==> src/sctlv_pkg.sv <==
`default_nettype none

package sctlv_pkg;

  // Default for the length-limit parameter of the top level.
  localparam int LENGTH_BITS_DEFAULT = 16;

  // Configuration port sizes.
  localparam int CFG_INDEX_W = 1;
  localparam int CFG_DATA_W  = 16;

  // Register indexes of the configuration port.
  localparam logic [CFG_INDEX_W-1:0] REG_TLV_FORMAT       = 1'd0;
  localparam logic [CFG_INDEX_W-1:0] REG_MAX_VALUE_LENGTH = 1'd1;

  // Register reset values.
  localparam logic [1:0]  TLV_FORMAT_RESET       = 2'd1;
  localparam logic [15:0] MAX_VALUE_LENGTH_RESET = 16'd255;

  // Format codes held in tlv_format.
  localparam logic [1:0] FMT_SIMPLE  = 2'd0;
  localparam logic [1:0] FMT_BER     = 2'd1;
  localparam logic [1:0] FMT_COMPACT = 2'd2;

  // Result kinds.
  localparam logic [1:0] KIND_HEADER = 2'd0;
  localparam logic [1:0] KIND_VALUE  = 2'd1;
  localparam logic [1:0] KIND_ERROR  = 2'd2;

  // Error codes.
  localparam logic [1:0] ERR_NONE      = 2'd0;
  localparam logic [1:0] ERR_TRUNCATED = 2'd1;
  localparam logic [1:0] ERR_TOO_LONG  = 2'd2;
  localparam logic [1:0] ERR_BAD_FORM  = 2'd3;

  // Byte constants of the formats.
  localparam logic [7:0] COMPACT_TAG_BASE = 8'h40;
  localparam logic [7:0] SIMPLE_LEN_ESC   = 8'hff;
  localparam logic [7:0] LOW_SEVEN_MASK   = 8'h7f;
  localparam logic [3:0] NIBBLE_MASK      = 4'hf;
  localparam logic [4:0] BER_TAG_ESC      = 5'h1f;
  localparam logic [7:0] BER_LONG_BASE    = 8'h80;
  localparam logic [7:0] BER_LONG_MAX     = 8'h84;

  // Parser phase.
  typedef enum logic [2:0] {
    PH_TAG1,
    PH_TAG2,
    PH_TAG3,
    PH_LEN1,
    PH_LENX,
    PH_VALUE
  } phase_t;

  // What a byte does to the object in progress.
  typedef enum logic [1:0] {
    ACT_NONE,
    ACT_MORE,
    ACT_FINISH,
    ACT_FAIL
  } action_t;

  // Input word.
  typedef struct packed {
    logic [7:0] in_byte;
    logic       buffer_end;
  } tlv_in_t;

  // Result word.
  typedef struct packed {
    logic [1:0]  item_kind;
    logic [13:0] tag_value;
    logic [1:0]  tag_class;
    logic        constructed;
    logic [15:0] value_length;
    logic [7:0]  value_byte;
    logic        object_end;
    logic [1:0]  error_code;
  } tlv_out_t;

  // Configuration register contents.
  typedef struct packed {
    logic [1:0]  tlv_format;
    logic [15:0] max_value_length;
  } tlv_cfg_t;

endpackage

`default_nettype wire

==> src/sctlv_cfg.sv <==
`default_nettype none

module sctlv_cfg (
  input  wire logic                               clk,
  input  wire logic                               rst,
  input  wire logic                               cfg_write,
  input  wire logic [sctlv_pkg::CFG_INDEX_W-1:0]  cfg_index,
  input  wire logic [sctlv_pkg::CFG_DATA_W-1:0]   cfg_data,
  output sctlv_pkg::tlv_cfg_t                     cfg
);
  import sctlv_pkg::*;

  // Register file: format and length limit.
  always_ff @(posedge clk) begin
    if (rst) begin
      cfg.tlv_format       <= TLV_FORMAT_RESET;
      cfg.max_value_length <= MAX_VALUE_LENGTH_RESET;
    end else if (cfg_write) begin
      unique case (cfg_index)
        REG_TLV_FORMAT:       cfg.tlv_format       <= cfg_data[1:0];
        REG_MAX_VALUE_LENGTH: cfg.max_value_length <= cfg_data[15:0];
        default: ;
      endcase
    end
  end

endmodule

`default_nettype wire

==> src/sctlv_decode.sv <==
`default_nettype none

module sctlv_decode #(
  parameter int LENGTH_BITS = sctlv_pkg::LENGTH_BITS_DEFAULT
) (
  input  wire logic                 clk,
  input  wire logic                 rst,
  input  wire logic                 step,
  input  sctlv_pkg::tlv_in_t        word,
  input  sctlv_pkg::tlv_cfg_t       cfg,
  output logic                      res_valid,
  output sctlv_pkg::tlv_out_t       res
);
  import sctlv_pkg::*;

  // Largest length that the length field can carry.
  localparam logic [32:0] LenCap = (33'd1 << LENGTH_BITS) - 33'd1;

  // Parser state.
  phase_t      phase;
  logic [13:0] tag;
  logic [1:0]  cls;
  logic        cons;
  logic [31:0] len;
  logic [2:0]  len_left;
  logic [15:0] val_left;
  logic        skip;
  logic [1:0]  fmt;

  phase_t      phase_next;
  logic [13:0] tag_next;
  logic [1:0]  cls_next;
  logic        cons_next;
  logic [31:0] len_next;
  logic [2:0]  len_left_next;
  logic [15:0] val_left_next;
  logic        skip_next;
  logic [1:0]  fmt_next;

  // Effective length limit: the smaller of the register and the field cap.
  logic [32:0] limit;
  assign limit = ({17'd0, cfg.max_value_length} < LenCap) ?
                 {17'd0, cfg.max_value_length} : LenCap;

  // One byte of parsing: first the field updates and an action, then the
  // common handling of that action.
  always_comb begin
    logic [7:0]  b;
    logic        last;
    action_t     act;
    logic [1:0]  code;
    logic [15:0] len_sat;

    b       = word.in_byte;
    last    = word.buffer_end;
    act     = ACT_NONE;
    code    = ERR_NONE;
    len_sat = '0;

    phase_next    = phase;
    tag_next      = tag;
    cls_next      = cls;
    cons_next     = cons;
    len_next      = len;
    len_left_next = len_left;
    val_left_next = val_left;
    skip_next     = skip;
    fmt_next      = fmt;

    res_valid        = 1'b0;
    res.item_kind    = KIND_HEADER;
    res.tag_value    = '0;
    res.tag_class    = '0;
    res.constructed  = 1'b0;
    res.value_length = '0;
    res.value_byte   = '0;
    res.object_end   = 1'b0;
    res.error_code   = ERR_NONE;

    if (skip) begin
      // Dropping bytes after an error until the buffer ends.
      if (last) begin
        skip_next  = 1'b0;
        phase_next = PH_TAG1;
      end
    end else begin
      unique case (phase)
        PH_TAG1: begin
          tag_next      = '0;
          cls_next      = '0;
          cons_next     = 1'b0;
          len_next      = '0;
          len_left_next = '0;
          val_left_next = '0;
          fmt_next      = cfg.tlv_format;
          unique case (cfg.tlv_format)
            FMT_SIMPLE: begin
              tag_next   = {6'd0, b};
              phase_next = PH_LEN1;
              act        = ACT_MORE;
            end
            FMT_BER: begin
              cls_next   = b[7:6];
              cons_next  = b[5];
              tag_next   = {9'd0, b[4:0]};
              phase_next = (b[4:0] == BER_TAG_ESC) ? PH_TAG2 : PH_LEN1;
              act        = ACT_MORE;
            end
            FMT_COMPACT: begin
              tag_next = {6'd0, COMPACT_TAG_BASE | {4'd0, b[7:4]}};
              len_next = {28'd0, b[3:0] & NIBBLE_MASK};
              act      = ACT_FINISH;
            end
            default: begin
              act  = ACT_FAIL;
              code = ERR_BAD_FORM;
            end
          endcase
        end
        PH_TAG2: begin
          if (b[7]) begin
            tag_next   = {6'd0, b & LOW_SEVEN_MASK};
            phase_next = PH_TAG3;
          end else begin
            tag_next   = {6'd0, b};
            phase_next = PH_LEN1;
          end
          act = ACT_MORE;
        end
        PH_TAG3: begin
          tag_next   = {tag[6:0], b[6:0]};
          phase_next = PH_LEN1;
          act        = ACT_MORE;
        end
        PH_LEN1: begin
          if (fmt == FMT_SIMPLE) begin
            if (b == SIMPLE_LEN_ESC) begin
              len_left_next = 3'd2;
              phase_next    = PH_LENX;
              act           = ACT_MORE;
            end else begin
              len_next = {24'd0, b};
              act      = ACT_FINISH;
            end
          end else if (b < BER_LONG_BASE) begin
            len_next = {24'd0, b};
            act      = ACT_FINISH;
          end else if (b == BER_LONG_BASE || b > BER_LONG_MAX) begin
            act  = ACT_FAIL;
            code = ERR_BAD_FORM;
          end else begin
            len_left_next = b[2:0];
            phase_next    = PH_LENX;
            act           = ACT_MORE;
          end
        end
        PH_LENX: begin
          len_next      = {len[23:0], b};
          len_left_next = len_left - 3'd1;
          act           = (len_left_next == 3'd0) ? ACT_FINISH : ACT_MORE;
        end
        PH_VALUE: begin
          val_left_next    = val_left - 16'd1;
          res.item_kind    = KIND_VALUE;
          res.value_length = len[15:0];
          res.value_byte   = b;
          if (val_left_next == 16'd0) begin
            res_valid      = 1'b1;
            res.object_end = 1'b1;
            phase_next     = PH_TAG1;
          end else if (last) begin
            act  = ACT_FAIL;
            code = ERR_TRUNCATED;
          end else begin
            res_valid = 1'b1;
          end
        end
        default: begin
          phase_next = PH_TAG1;
        end
      endcase

      // A byte that leaves the object open truncates it at buffer end.
      if (act == ACT_MORE && last) begin
        act  = ACT_FAIL;
        code = ERR_TRUNCATED;
      end

      // Length known: check the limit, then emit the header (or a truncation error at buffer end).
      if (act == ACT_FINISH) begin
        if ({1'b0, len_next} > limit) begin
          act  = ACT_FAIL;
          code = ERR_TOO_LONG;
        end else if (len_next == 32'd0) begin
          res_valid        = 1'b1;
          res.item_kind    = KIND_HEADER;
          res.value_length = '0;
          res.value_byte   = '0;
          res.object_end   = 1'b1;
          phase_next       = PH_TAG1;
        end else if (last) begin
          act  = ACT_FAIL;
          code = ERR_TRUNCATED;
        end else begin
          res_valid        = 1'b1;
          res.item_kind    = KIND_HEADER;
          res.value_length = len_next[15:0];
          res.value_byte   = '0;
          res.object_end   = 1'b0;
          val_left_next    = len_next[15:0];
          phase_next       = PH_VALUE;
        end
      end

      // Error result; skip the rest of the buffer unless it ends here.
      len_sat = (|len_next[31:16]) ? 16'hffff : len_next[15:0];
      if (act == ACT_FAIL) begin
        res_valid        = 1'b1;
        res.item_kind    = KIND_ERROR;
        res.value_length = (code == ERR_TOO_LONG) ? len_sat : 16'd0;
        res.value_byte   = '0;
        res.object_end   = 1'b1;
        res.error_code   = code;
        phase_next       = PH_TAG1;
        skip_next        = !last;
      end

      res.tag_value   = tag_next;
      res.tag_class   = cls_next;
      res.constructed = cons_next;
    end
  end

  // State registers, advanced once per parsed byte.
  always_ff @(posedge clk) begin
    if (rst) begin
      phase    <= PH_TAG1;
      tag      <= '0;
      cls      <= '0;
      cons     <= 1'b0;
      len      <= '0;
      len_left <= '0;
      val_left <= '0;
      skip     <= 1'b0;
      fmt      <= FMT_SIMPLE;
    end else if (step) begin
      phase    <= phase_next;
      tag      <= tag_next;
      cls      <= cls_next;
      cons     <= cons_next;
      len      <= len_next;
      len_left <= len_left_next;
      val_left <= val_left_next;
      skip     <= skip_next;
      fmt      <= fmt_next;
    end
  end

endmodule

`default_nettype wire

==> src/smart_card_tlv_parser.sv <==
`default_nettype none

// Channel   Direction  Handshake            Word
// input     in         in_valid / in_stall  in_data  (in_byte, buffer_end)
// output    out        out_valid/ out_stall out_data (header, value byte or error)
// config    in         cfg_write            cfg_index, cfg_data
//
// One byte per cycle is sustained while the output does not stall: a byte
// sits in the input register while the parser state and the result
// register are updated, and its result is then held in the result register.
// Reset is synchronous; it restores the register defaults and the parser
// to the start of an object. A stall on the output holds the result and
// the byte under parse; the input stalls only when both are occupied.

module smart_card_tlv_parser #(
  parameter int LENGTH_BITS = sctlv_pkg::LENGTH_BITS_DEFAULT
) (
  input  wire logic                              clk,
  input  wire logic                              rst,
  input  wire logic                              in_valid,
  output logic                                   in_stall,
  input  sctlv_pkg::tlv_in_t                     in_data,
  output logic                                   out_valid,
  input  wire logic                              out_stall,
  output sctlv_pkg::tlv_out_t                    out_data,
  input  wire logic                              cfg_write,
  input  wire logic [sctlv_pkg::CFG_INDEX_W-1:0] cfg_index,
  input  wire logic [sctlv_pkg::CFG_DATA_W-1:0]  cfg_data
);
  import sctlv_pkg::*;

  tlv_cfg_t cfg;
  tlv_in_t  s1_data;
  logic     s1_valid;
  logic     out_ready;
  logic     advance;
  logic     res_valid;
  tlv_out_t res;

  sctlv_cfg u_cfg (
    .clk       (clk),
    .rst       (rst),
    .cfg_write (cfg_write),
    .cfg_index (cfg_index),
    .cfg_data  (cfg_data),
    .cfg       (cfg)
  );

  // Handshake: the held byte moves on whenever the result register is free.
  assign out_ready = !out_valid || !out_stall;
  assign advance   = s1_valid && out_ready;
  assign in_stall  = s1_valid && !out_ready;

  // Input register.
  always_ff @(posedge clk) begin
    if (rst) begin
      s1_valid <= 1'b0;
    end else if (in_valid && !in_stall) begin
      s1_valid <= 1'b1;
    end else if (advance) begin
      s1_valid <= 1'b0;
    end
  end

  always_ff @(posedge clk) begin
    if (in_valid && !in_stall) begin
      s1_data <= in_data;
    end
  end

  sctlv_decode #(
    .LENGTH_BITS (LENGTH_BITS)
  ) u_decode (
    .clk       (clk),
    .rst       (rst),
    .step      (advance),
    .word      (s1_data),
    .cfg       (cfg),
    .res_valid (res_valid),
    .res       (res)
  );

  // Result register.
  always_ff @(posedge clk) begin
    if (rst) begin
      out_valid <= 1'b0;
    end else if (out_ready) begin
      out_valid <= advance && res_valid;
    end
  end

  always_ff @(posedge clk) begin
    if (out_ready) begin
      out_data <= res;
    end
  end

endmodule

`default_nettype wire

==> config.mk <==
export PLATFORM = sky130hd
export DESIGN_NAME = smart_card_tlv_parser
export DESIGN_NICKNAME = d
export VERILOG_FILES = /design/src/sctlv_pkg.sv /design/src/sctlv_cfg.sv /design/src/sctlv_decode.sv /design/src/smart_card_tlv_parser.sv
export SDC_FILE = /design/constraint.sdc
export NUM_CORES = 1
export LEC_CHECK = 0
export BUFFER_PORTS_ARGS = -buffer_cell sky130_fd_sc_hd__buf_2
export CAP_MARGIN = 10
export CORE_MARGIN = 10
export CORE_UTILIZATION = 40
export CTS_CLUSTER_SIZE = 20
export DETAILED_ROUTE_END_ITERATION = 12
export GPL_TIMING_DRIVEN = 0
export PLACE_DENSITY = 0.62
export SETUP_SLACK_MARGIN = 0.4
export SYNTH_ARGS = -nofsm -noshare
export SYNTH_HDL_FRONTEND = slang
export SYNTH_SLANG_ARGS = --single-unit
==> constraint.sdc <==
create_clock -name clk -period 4.89 [get_ports clk]
set_input_delay 0.489 -clock clk [delete_from_list [all_inputs] [get_ports clk]]
set_output_delay 0.489 -clock clk [all_outputs]
set_load 0.05 [all_outputs]
; Yosys cells after proc, flatten, opt, wreduce, memory -nomap -nowiden
; Cells that the tools add are included.
[op_classes]
n_reduce_logical = 32
add_sub_neg = 2
bitwise = 3
magnitude_cmp = 4
n_mux = 97
n_eq_ne = 18
[ops]
columns = cell, count
row1 = $mux 32, 4
row2 = $mux 25, 5
row3 = $mux 16, 7
row4 = $pmux 32 s3, 1
row5 = $mux 2, 33
row6 = $mux 3, 16
row7 = $pmux 14 s3, 1
row8 = $gt 32x33->1, 1
row9 = $logic_not 32->1, 1
row10 = $pmux 16 s2, 1
row11 = $mux 27, 1
row12 = $pmux 8 s3, 1
row13 = $mux 1, 20
row14 = $pmux 3 s6, 1
row15 = $eq 8x8->1 const B, 2
row16 = $logic_not 16->1, 1
row17 = $lt 16x16->1 const B, 1
row18 = $reduce_or 16->1, 1
row19 = $sub 16x1->16 const B, 1
row20 = $pmux 2 s5, 1
row21 = $pmux 3 s3, 1
row22 = $eq 2x2->1 const B, 4
row23 = $gt 8x8->1 const B, 1
row24 = $lt 8x8->1 const B, 1
row25 = other kinds (26), 49
[word_totals]
inputBits = 31
reg_bits = 149
output_inout_bits = 48
wordCells = 180

; Logic depth before layout (Yosys ltp)
; Gate-level depths: netlist of the first run.
[logic_depth]
depth_word = 20
depth_mapped = 19
depth_no_buf = 14

; Modules after synthesis
; From an unflattened synthesis of the first run, not the netlist that was laid out.
[hier_totals]
hier_cells = 891
area_unflattened_um2 = 7892.6
[modules_own_cells]
columns = module, cells_each, n_inst, area_per_inst_um2, seq_area_each_um2
row1 = sctlv_decode, 753, 1, 5415.2, 1481.4
row2 = smart_card_tlv_parser, 66, 1, 1742.9, 1691.6
row3 = sctlv_cfg, 72, 1, 734.5, 360.3

; Least setup slack after synthesis of the first run
; OpenSTA, ideal clock, no wires.
[synth_timing]
kind = flip-flop to flip-flop
startpoint = register s1_data[8] (netlist bit)
endpoint = register out_data[18] (netlist bit), data pin
arrival_ns = 3.581
setup_slack_ns = 1.036
synth_period_minus_slack_ns = 3.854
stages_incl_launch_ff = 18
required_ns = 4.617
cell_sequence = edfxtp_1 > buf_2 > o21ai_1 > a21oi_2 > a41o_1 > buf_2 > a22oi_1 > inv_1 > ha_1 > and4_1 > a21boi_0 > o21ai_0 > a21boi_0 > a311oi_2 > o221ai_1 > nand2_1 > buf_2 > o32ai_2
[synth_via]
elab_chain_len = 18
word_cells_on_any_way = 48
[synth_lines]
columns = element, line
row1 = start: declaration, smart_card_tlv_parser.sv:33  ; tlv_in_t s1_data;
row2 = start signal: assignment, smart_card_tlv_parser.sv:67  ; s1_data <= in_data;
row3 = "parallel branches: the longest is 17 deep, another holds $gt 32x33->1", -
row4 = $mux 27 *, sctlv_decode.sv:217  ; if (act == ACT_FAIL) begin
row5 = end signal: assignment, smart_card_tlv_parser.sv:94  ; out_data <= res;
row6 = end: declaration, smart_card_tlv_parser.sv:25  ; output sctlv_pkg::tlv_out_t out_data,
; Every way passes the cells marked *. The select of a mux whose other input is x is not followed.
; A chain may end at the register's enable or synchronous reset.

; Final worst setup path of the first run
[layout_timing]
startpoint = register u_decode.phase[1]
endpoint = register out_data[18] (netlist bit), data pin
[layout_via]
elab_chain_len = 15
word_cells_on_any_way = 41
[layout_lines]
columns = element, line
row1 = start: declaration, sctlv_decode.sv:20  ; phase_t phase;
row2 = start signal: assignment, sctlv_decode.sv:247  ; phase <= phase_next;
row3 = "parallel branches: the longest is 14 deep, another holds $gt 32x33->1", -
row4 = $mux 27 *, sctlv_decode.sv:217
; Marks and branches as above.

==> out/metrics.cfg, run 1 <==
[finish]
num_antenna_cells=0
syn_to_final_growth_pct=18.4
instances_no_fill=1404
drive_above_1_share=0.164
postLayoutCellArea_um2=10000
n_fill_cell=2053
layout.nets=1166
final_util=0.480

[placed_design]
gp_congestion=0.958
io_buffers=78
dp_hpwl_um=20700
pre_cts_slack_ps=-309
dp_cells=1354
placed_area_um2=9220

[yosys]
yosysMostFrequentCell=nor2_1
synth_cells=1000
seq_area_frac_synth=0.418
synth_async_sr_flop_share=0
synth_top_area_cell=dfxtp_1
synth.area.top_cells=dfxtp_1 22%, edfxtp_1 20%, nor2_1 5.5%
synthFlopType=dfxtp_1
avgSynthCellArea_um2=8.46
syn_nets=1050
synth_warnings=0
ys_ff_latch=149
synth.distinct_cells=76
synth_commonest_cells=124 x nor2_1, 99 x nand2_1, 94 x dfxtp_1
synth_top_area_share=0.222
syn_area_um2=8460
synth_edf_count=55

[global_routing]
grt_overflow_total=0
grt_max_degree=31
grt_pass1_vias=7754
antenna_found_initial=0
grt_pass1_wl_um=44300
grtUsageTotal=0.209

[setup_path]
critPathMaxFanout=10
cp_slowest_stage_delay_ps=330
critPathLaunch=u_decode.phase[1]
critPathKind=reg -> reg
cpMostUsedCell=nand4_1
r2r_start=u_decode.phase[1]
crit_path_end=out_data[18]
rrSetupSlack_ps=460
setup.worst_path.start_class=flop
critPathCaptureType=flop
reg2reg_depth=17
path_cells=buf_4 -> or2_1 -> clkbuf_1 -> a41o_1 -> buf_2 -> a22oi_2 -> inv_1 -> ha_1 -> nand4_1 -> nor2_1 -> and3_1 -> nand4_1 -> nor3_4 -> o221ai_1 -> nand2_1 -> clkbuf_4 -> o32ai_2
arrival_ps=4580
cp_slowest_cell=o221ai_1
crit_required_ps=5040
r2r_end=out_data[18]

[power]
power.leakage_nw=3.90
seqPwrFrac=0.441
power_switching_share=0.310
power.switching_mw=0.962
clock_power_share=0.407
ir_drop_mv=0.258
p_int_mw=2.14
p_per_area_nw_per_um2=310
power_frac_comb=0.151

[floorplanning]
core-area_um2=20900
start_util=0.405
pin_count=79
dieArea_um2=27400
die_h_um=165
rows=53
die_x_um=165

[routing]
ant_nets=0
dr.pass1.iters=6
num_vias=8310
via_per_inst=5.92
wire_per_inst_um=20.6
drcViolationCount=0
drt_iter0_drc=896
totalWireLength_um=28900

[clock_network]
cts_tree=yes
clk_path_buf_depth=2
cts.sinks=149
clk_pin_slew_worst_paths_ps=70
cts_made_buffers=17
cts-root-buf=clkbuf_16
htree_levels=4
clock_latency_ps=430

[sta]
fin_crit_ps=4430
fin_skew_ps=6.84
finalCritPeriodShare=0.906
slew_violations=0
slew-limit-headroom=0.373
setup_ws_ps=458
fmax_mhz=226
finalSetupTns_ps=0
finalHoldViolations=0
rsz0062_at_grt=yes
setup_viol=0
worstMarginPinSlew_ps=938

[run_status]
run_status=complete, no violations

[worst_hold_path]
worstHoldPathType=in -> reg

[run]
cap_violations=0

[critical path: cells and delay by family (launching register included)]
family	cells	cell delay, ps
AO/OA/AOI/OAI	4	1040
adder cells (fa/ha/maj)	1	320
buffers and inverters	5	1040
flip-flops	1	310
AND/OR/NAND/NOR	7	1440
[cell type report]
cell class              instances  area (µm²)  area share
flip-flops and latches        149        3530       0.353
clock buffers                  17         425      0.0425
well taps                     275         344      0.0343
plain buffers                  82         367      0.0366
repair buffers                 97         549      0.0548
multi-input cells             711        4440       0.443
inverters                      58         218      0.0217
clock inverters                15         139      0.0139
[worst min-delay path by stage]
stage	start	endpoint	slack [ps]	depth (start not counted)
2_1_floorplan	u_cfg.cfg[10]	u_cfg.cfg[10]	440	2
3_3_place_gp	u_cfg.cfg[12]	u_cfg.cfg[12]	450	2
3_5_place_dp	u_cfg.cfg[11]	u_cfg.cfg[11]	450	2
4_1_cts	in_data[4]	s1_data[4]	220	1
5_1_grt	in_data[2]	s1_data[2]	210	1
6_report	in_data[2]	s1_data[2]	230	1
[layout by cell type (no fill, tap or decap), types with 20 or more instances in the layout]
cell	n
nor2_1	123
nand2_1	98
dfxtp_1	93
buf_2	86
clkbuf_1	58
inv_1	57
edfxtp_1	55
a21oi_1	51
o21ai_0	45
nor3_1	35
a22oi_1	29
nand3b_1	24
nand3_1	24
a211oi_1	20
[flip-flops by register name, indices dropped and copies added (netlist names)]
signal             count
u_decode.len_left      3
u_decode.tag          14
out_valid              1
u_decode.fmt           2
s1_data                9
out_data              46
u_decode.skip          1
u_decode.val_left     16
u_decode.cls           2
u_decode.phase         3
u_decode.len          32
u_decode.cons          1
u_cfg.cfg             18
s1_valid               1
[cell families after synthesis]
logic type               Yosys count  synth area share
AO/OA/AOI/OAI                    288             0.249
XOR/XNOR                           2           0.00207
adder cells (fa/ha/maj)           19            0.0281
buffers and inverters            140            0.0680
flip-flops                       149             0.418
multiplexers                       2           0.00237
AND/OR/NAND/NOR                  400             0.233
[per-stage QoR]
stage | total power, mW | hold slack (ps)
2_1_floorplan | 1.70 | 436
3_3_place_gp | 1.83 | 445
3_5_place_dp | 1.84 | 450
4_1_cts | 3.10 | 216
5_1_grt | 3.22 | 213
6_report | 3.11 | 230
[power by group through the flow]
stage | registers, mW | clock network [mW] | logic (mW)
3_3_place_gp | 1.40 | 0 | 0.439
2_1_floorplan | 1.46 | 0 | 0.235
5_1_grt | 1.38 | 1.34 | 0.503
6_report | 1.37 | 1.27 | 0.470
4_1_cts | 1.37 | 1.28 | 0.453
3_5_place_dp | 1.40 | 0 | 0.442
[routing by layer]
| metal | track usage | routed length (µm) | up-vias | share of wire |
|---|---|---|---|---|
| met5 | 0 | 0 | - | 0 |
| met4 | 0.0898 | 1010 | 0 | 0.035 |
| met3 | 0.0545 | 2950 | 73 | 0.10 |
| met2 | 0.312 | 12600 | 423 | 0.44 |
| met1 | 0.279 | 12400 | 3884 | 0.43 |
| li1 | - | - | 3930 | - |
[timing repair]
action,4_1_cts,5_1_grt
setup buffers,6,11
gates resized for setup,12,15
pin swaps,4,4
hold endpoints to repair,0,0
hold buffers,0,0
endpoints found under the setup margin,49,48
No activity file was read; power rests on OpenSTA's default activity.
==> run 2, diff against run 1 <==
- PLACE_DENSITY: 0.62 -> 0.63
- SYNTH_HIERARCHICAL: unset -> 1
==> run 2 against run 1 <==
Power is 8.1% higher. Synthesized cell count down 11%. Die area down 5.9%. Sequential share of layout area up 1.8 points. Critical path type unchanged. Combinational power is 6.4% higher. Clock power increased by 16%. Worst hold slack improved by 2.6 ps.
==> out/metrics.cfg, run 2 <==
[run_status]
run_status=complete, no violations

[global_routing]
antenna_found_initial=0
use_met1=0.243
met3_usage=0.0406
grt_overflow_total=0
grtUsageTotal=0.186
grt_pass1_wl_um=38800
top_usage_layer=met2
grt_pass1_vias=7039
groute.layer.met2.usage=0.291
grt_max_degree=49

[clock_network]
cts.sinks=149
cts_tree=yes
clk_pin_slew_worst_paths_ps=60
clock_latency_ps=430
clk_path_buf_depth=2
htree_levels=4
cts-root-buf=clkbuf_16
cts_made_buffers=17

[sta]
fin_skew_ps=15.5
setup_ws_ps=527
finalSetupTns_ps=0
slew_violations=0
finalCritPeriodShare=0.892
fin_crit_ps=4360
worstMarginPinSlew_ps=1110
fmax_mhz=229
whs_ps=233
slew-limit-headroom=0.257
finalHoldViolations=0
setup_viol=0
rsz0062_at_grt=no

[power]
power.leakage_nw=3.86
p_per_area_nw_per_um2=352
ir_drop_mv=0.240

[yosys]
syn_nets=942
synth_cells=891
yosysMostFrequentCell=nor2_1
synth.area.top_cells=dfxtp_1 24%, edfxtp_1 21%, nor2_1 5.8%
synth_top_area_share=0.238
synth_edf_count=55
synth_commonest_cells=122 x nor2_1, 94 x dfxtp_1, 76 x nand2_1
synth_warnings=6
synth.distinct_cells=83
synth_top_area_cell=dfxtp_1
avgSynthCellArea_um2=8.86
seq_area_frac_synth=0.448
ys_ff_latch=149
synthFlopType=dfxtp_1
synth_async_sr_flop_share=0
syn_area_um2=7890

[setup_path]
critPathLaunch=u_decode/phase[2]
critPathCaptureType=flop
reg2reg_depth=16
arrival_ps=4530
r2r_start=u_decode/phase[2]
critPathMaxFanout=9
rrSetupSlack_ps=530
setup.worst_path.start_class=flop
r2r_end=out_data[2]
crit_required_ps=5060
critPathKind=reg -> reg

[routing]
dr.pass1.iters=5
num_vias=7475
drt_iter0_drc=853
ant_nets=0
totalWireLength_um=25000
via_per_inst=5.83
drcViolationCount=0
wire_per_inst_um=19.5

[worst_hold_path]
worstHoldPathType=in -> reg
worstHoldStart=in_data[3]
min_path_cells=1
hold_end=s1_data[3]

[finish]
n_fill_cell=1878
final_common_cell=nor2_1
drive_above_1_share=0.193
syn_to_final_growth_pct=20.8
layout.nets=1055
final_util=0.490
layout_common_cells=119 x nor2_1, 94 x dfxtp_1, 84 x buf_2
largest_register_ffs=46
num_antenna_cells=0
reg_top3=out_data x46, u_decode/len x32, u_cfg/cfg x18
largest_register=out_data

[floorplanning]
die_h_um=160
die_x_um=160
core-area_um2=19500
pin_count=79
start_util=0.406
rows=51
dieArea_um2=25800

[placed_design]
io_buffers=78
gp_congestion=0.991
pre_cts_slack_ps=-727
dp_hpwl_um=18200

[run]
cap_violations=0

-- run 2: changes by cell type in the layout (fill, tap and decap cells not counted), sizes merged, moves of 7 or more --
cell / delta
nand3b: -21
inv: -24
o22ai: +9
a31oi: -7
clkbuf: -16
and3: +12
nor3: -11
o311ai: -15
nand2: -21
o32ai: -11
a21bo: +8
buf: -9
-- run 2: metal layers --
metal | share of wire | wire [µm]
met1 | 0.44 | 10900
met3 | 0.075 | 1860
met4 | 0.033 | 813
met2 | 0.46 | 11400
met5 | 0 | 0
-- run 2: repair_timing --
action	in CTS	in global routing
gates resized for setup	14	29
pin swaps	2	3
gates cloned	0	1
hold buffers	0	0
buffers inserted	3	12
hold endpoints to repair	0	0
endpoints found under the setup margin	48	42
-- run 2: cells by family after synthesis --
| group | after synthesis | synth area share |
|---|---|---|
| AOI/OAI and AO/OA | 278 | 0.250 |
| buffers and inverters | 98 | 0.0512 |
| xor gates and xnor gates | 6 | 0.00666 |
| muxes | 5 | 0.00634 |
| DFF | 149 | 0.448 |
| and+or+nand+nor | 335 | 0.206 |
| adders and majority gates | 20 | 0.0317 |
-- run 2: how the worst max path moves through the flow --
| stage | to | slack [ps] | cells after the start |
|---|---|---|---|
| floorplan | u_decode/val_left[0] | 800 | 18 |
| global placement | u_decode/val_left[0] | -750 | 16 |
| detailed placement | u_decode/val_left[0] | -730 | 16 |
| CTS | u_decode/val_left[0] | 350 | 17 |
| global route | out_data[25] | 390 | 17 |
| finish | out_data[2] | 530 | 16 |
-- run 2: layout make-up --
cell class	count	area (µm²)	area share
plain buffers	57	263	0.0276
clock buffers	21	462	0.0484
clock inverters	11	195	0.0205
inverters	41	154	0.0161
multi-input cells	644	4080	0.428
flip-flops and latches	149	3530	0.371
well taps	265	332	0.0348
repair buffers	94	514	0.0539
-- run 2: through the flow --
step	cell area, µm²	power [mW]	cells
global placement	8610	1.88	1234
global route	9540	3.48	1282
floorplan	7890	1.74	891
finish	9540	3.36	1282
detailed placement	8610	1.88	1234
CTS	9360	3.35	1269
-- run 2: worst max-delay path, cell delays in order (launching register included) --
cell,delay (ps)
dfxtp_1,300
clkbuf_1,270
clkinv_1,330
o21ai_0,230
o21ai_0,110
a22oi_1,560
ha_1,370
o21ai_0,160
a211o_1,150
a32oi_1,80
o41ai_2,330
buf_4,170
and2_2,210
a31oi_2,140
o22a_1,230
buf_6,150
o31a_1,320
-- run 2: where the power goes --
group          switching [mW]  internal, mW
Combinational           0.346         0.153
Clock                   0.529         0.939
Sequential             0.0456          1.34
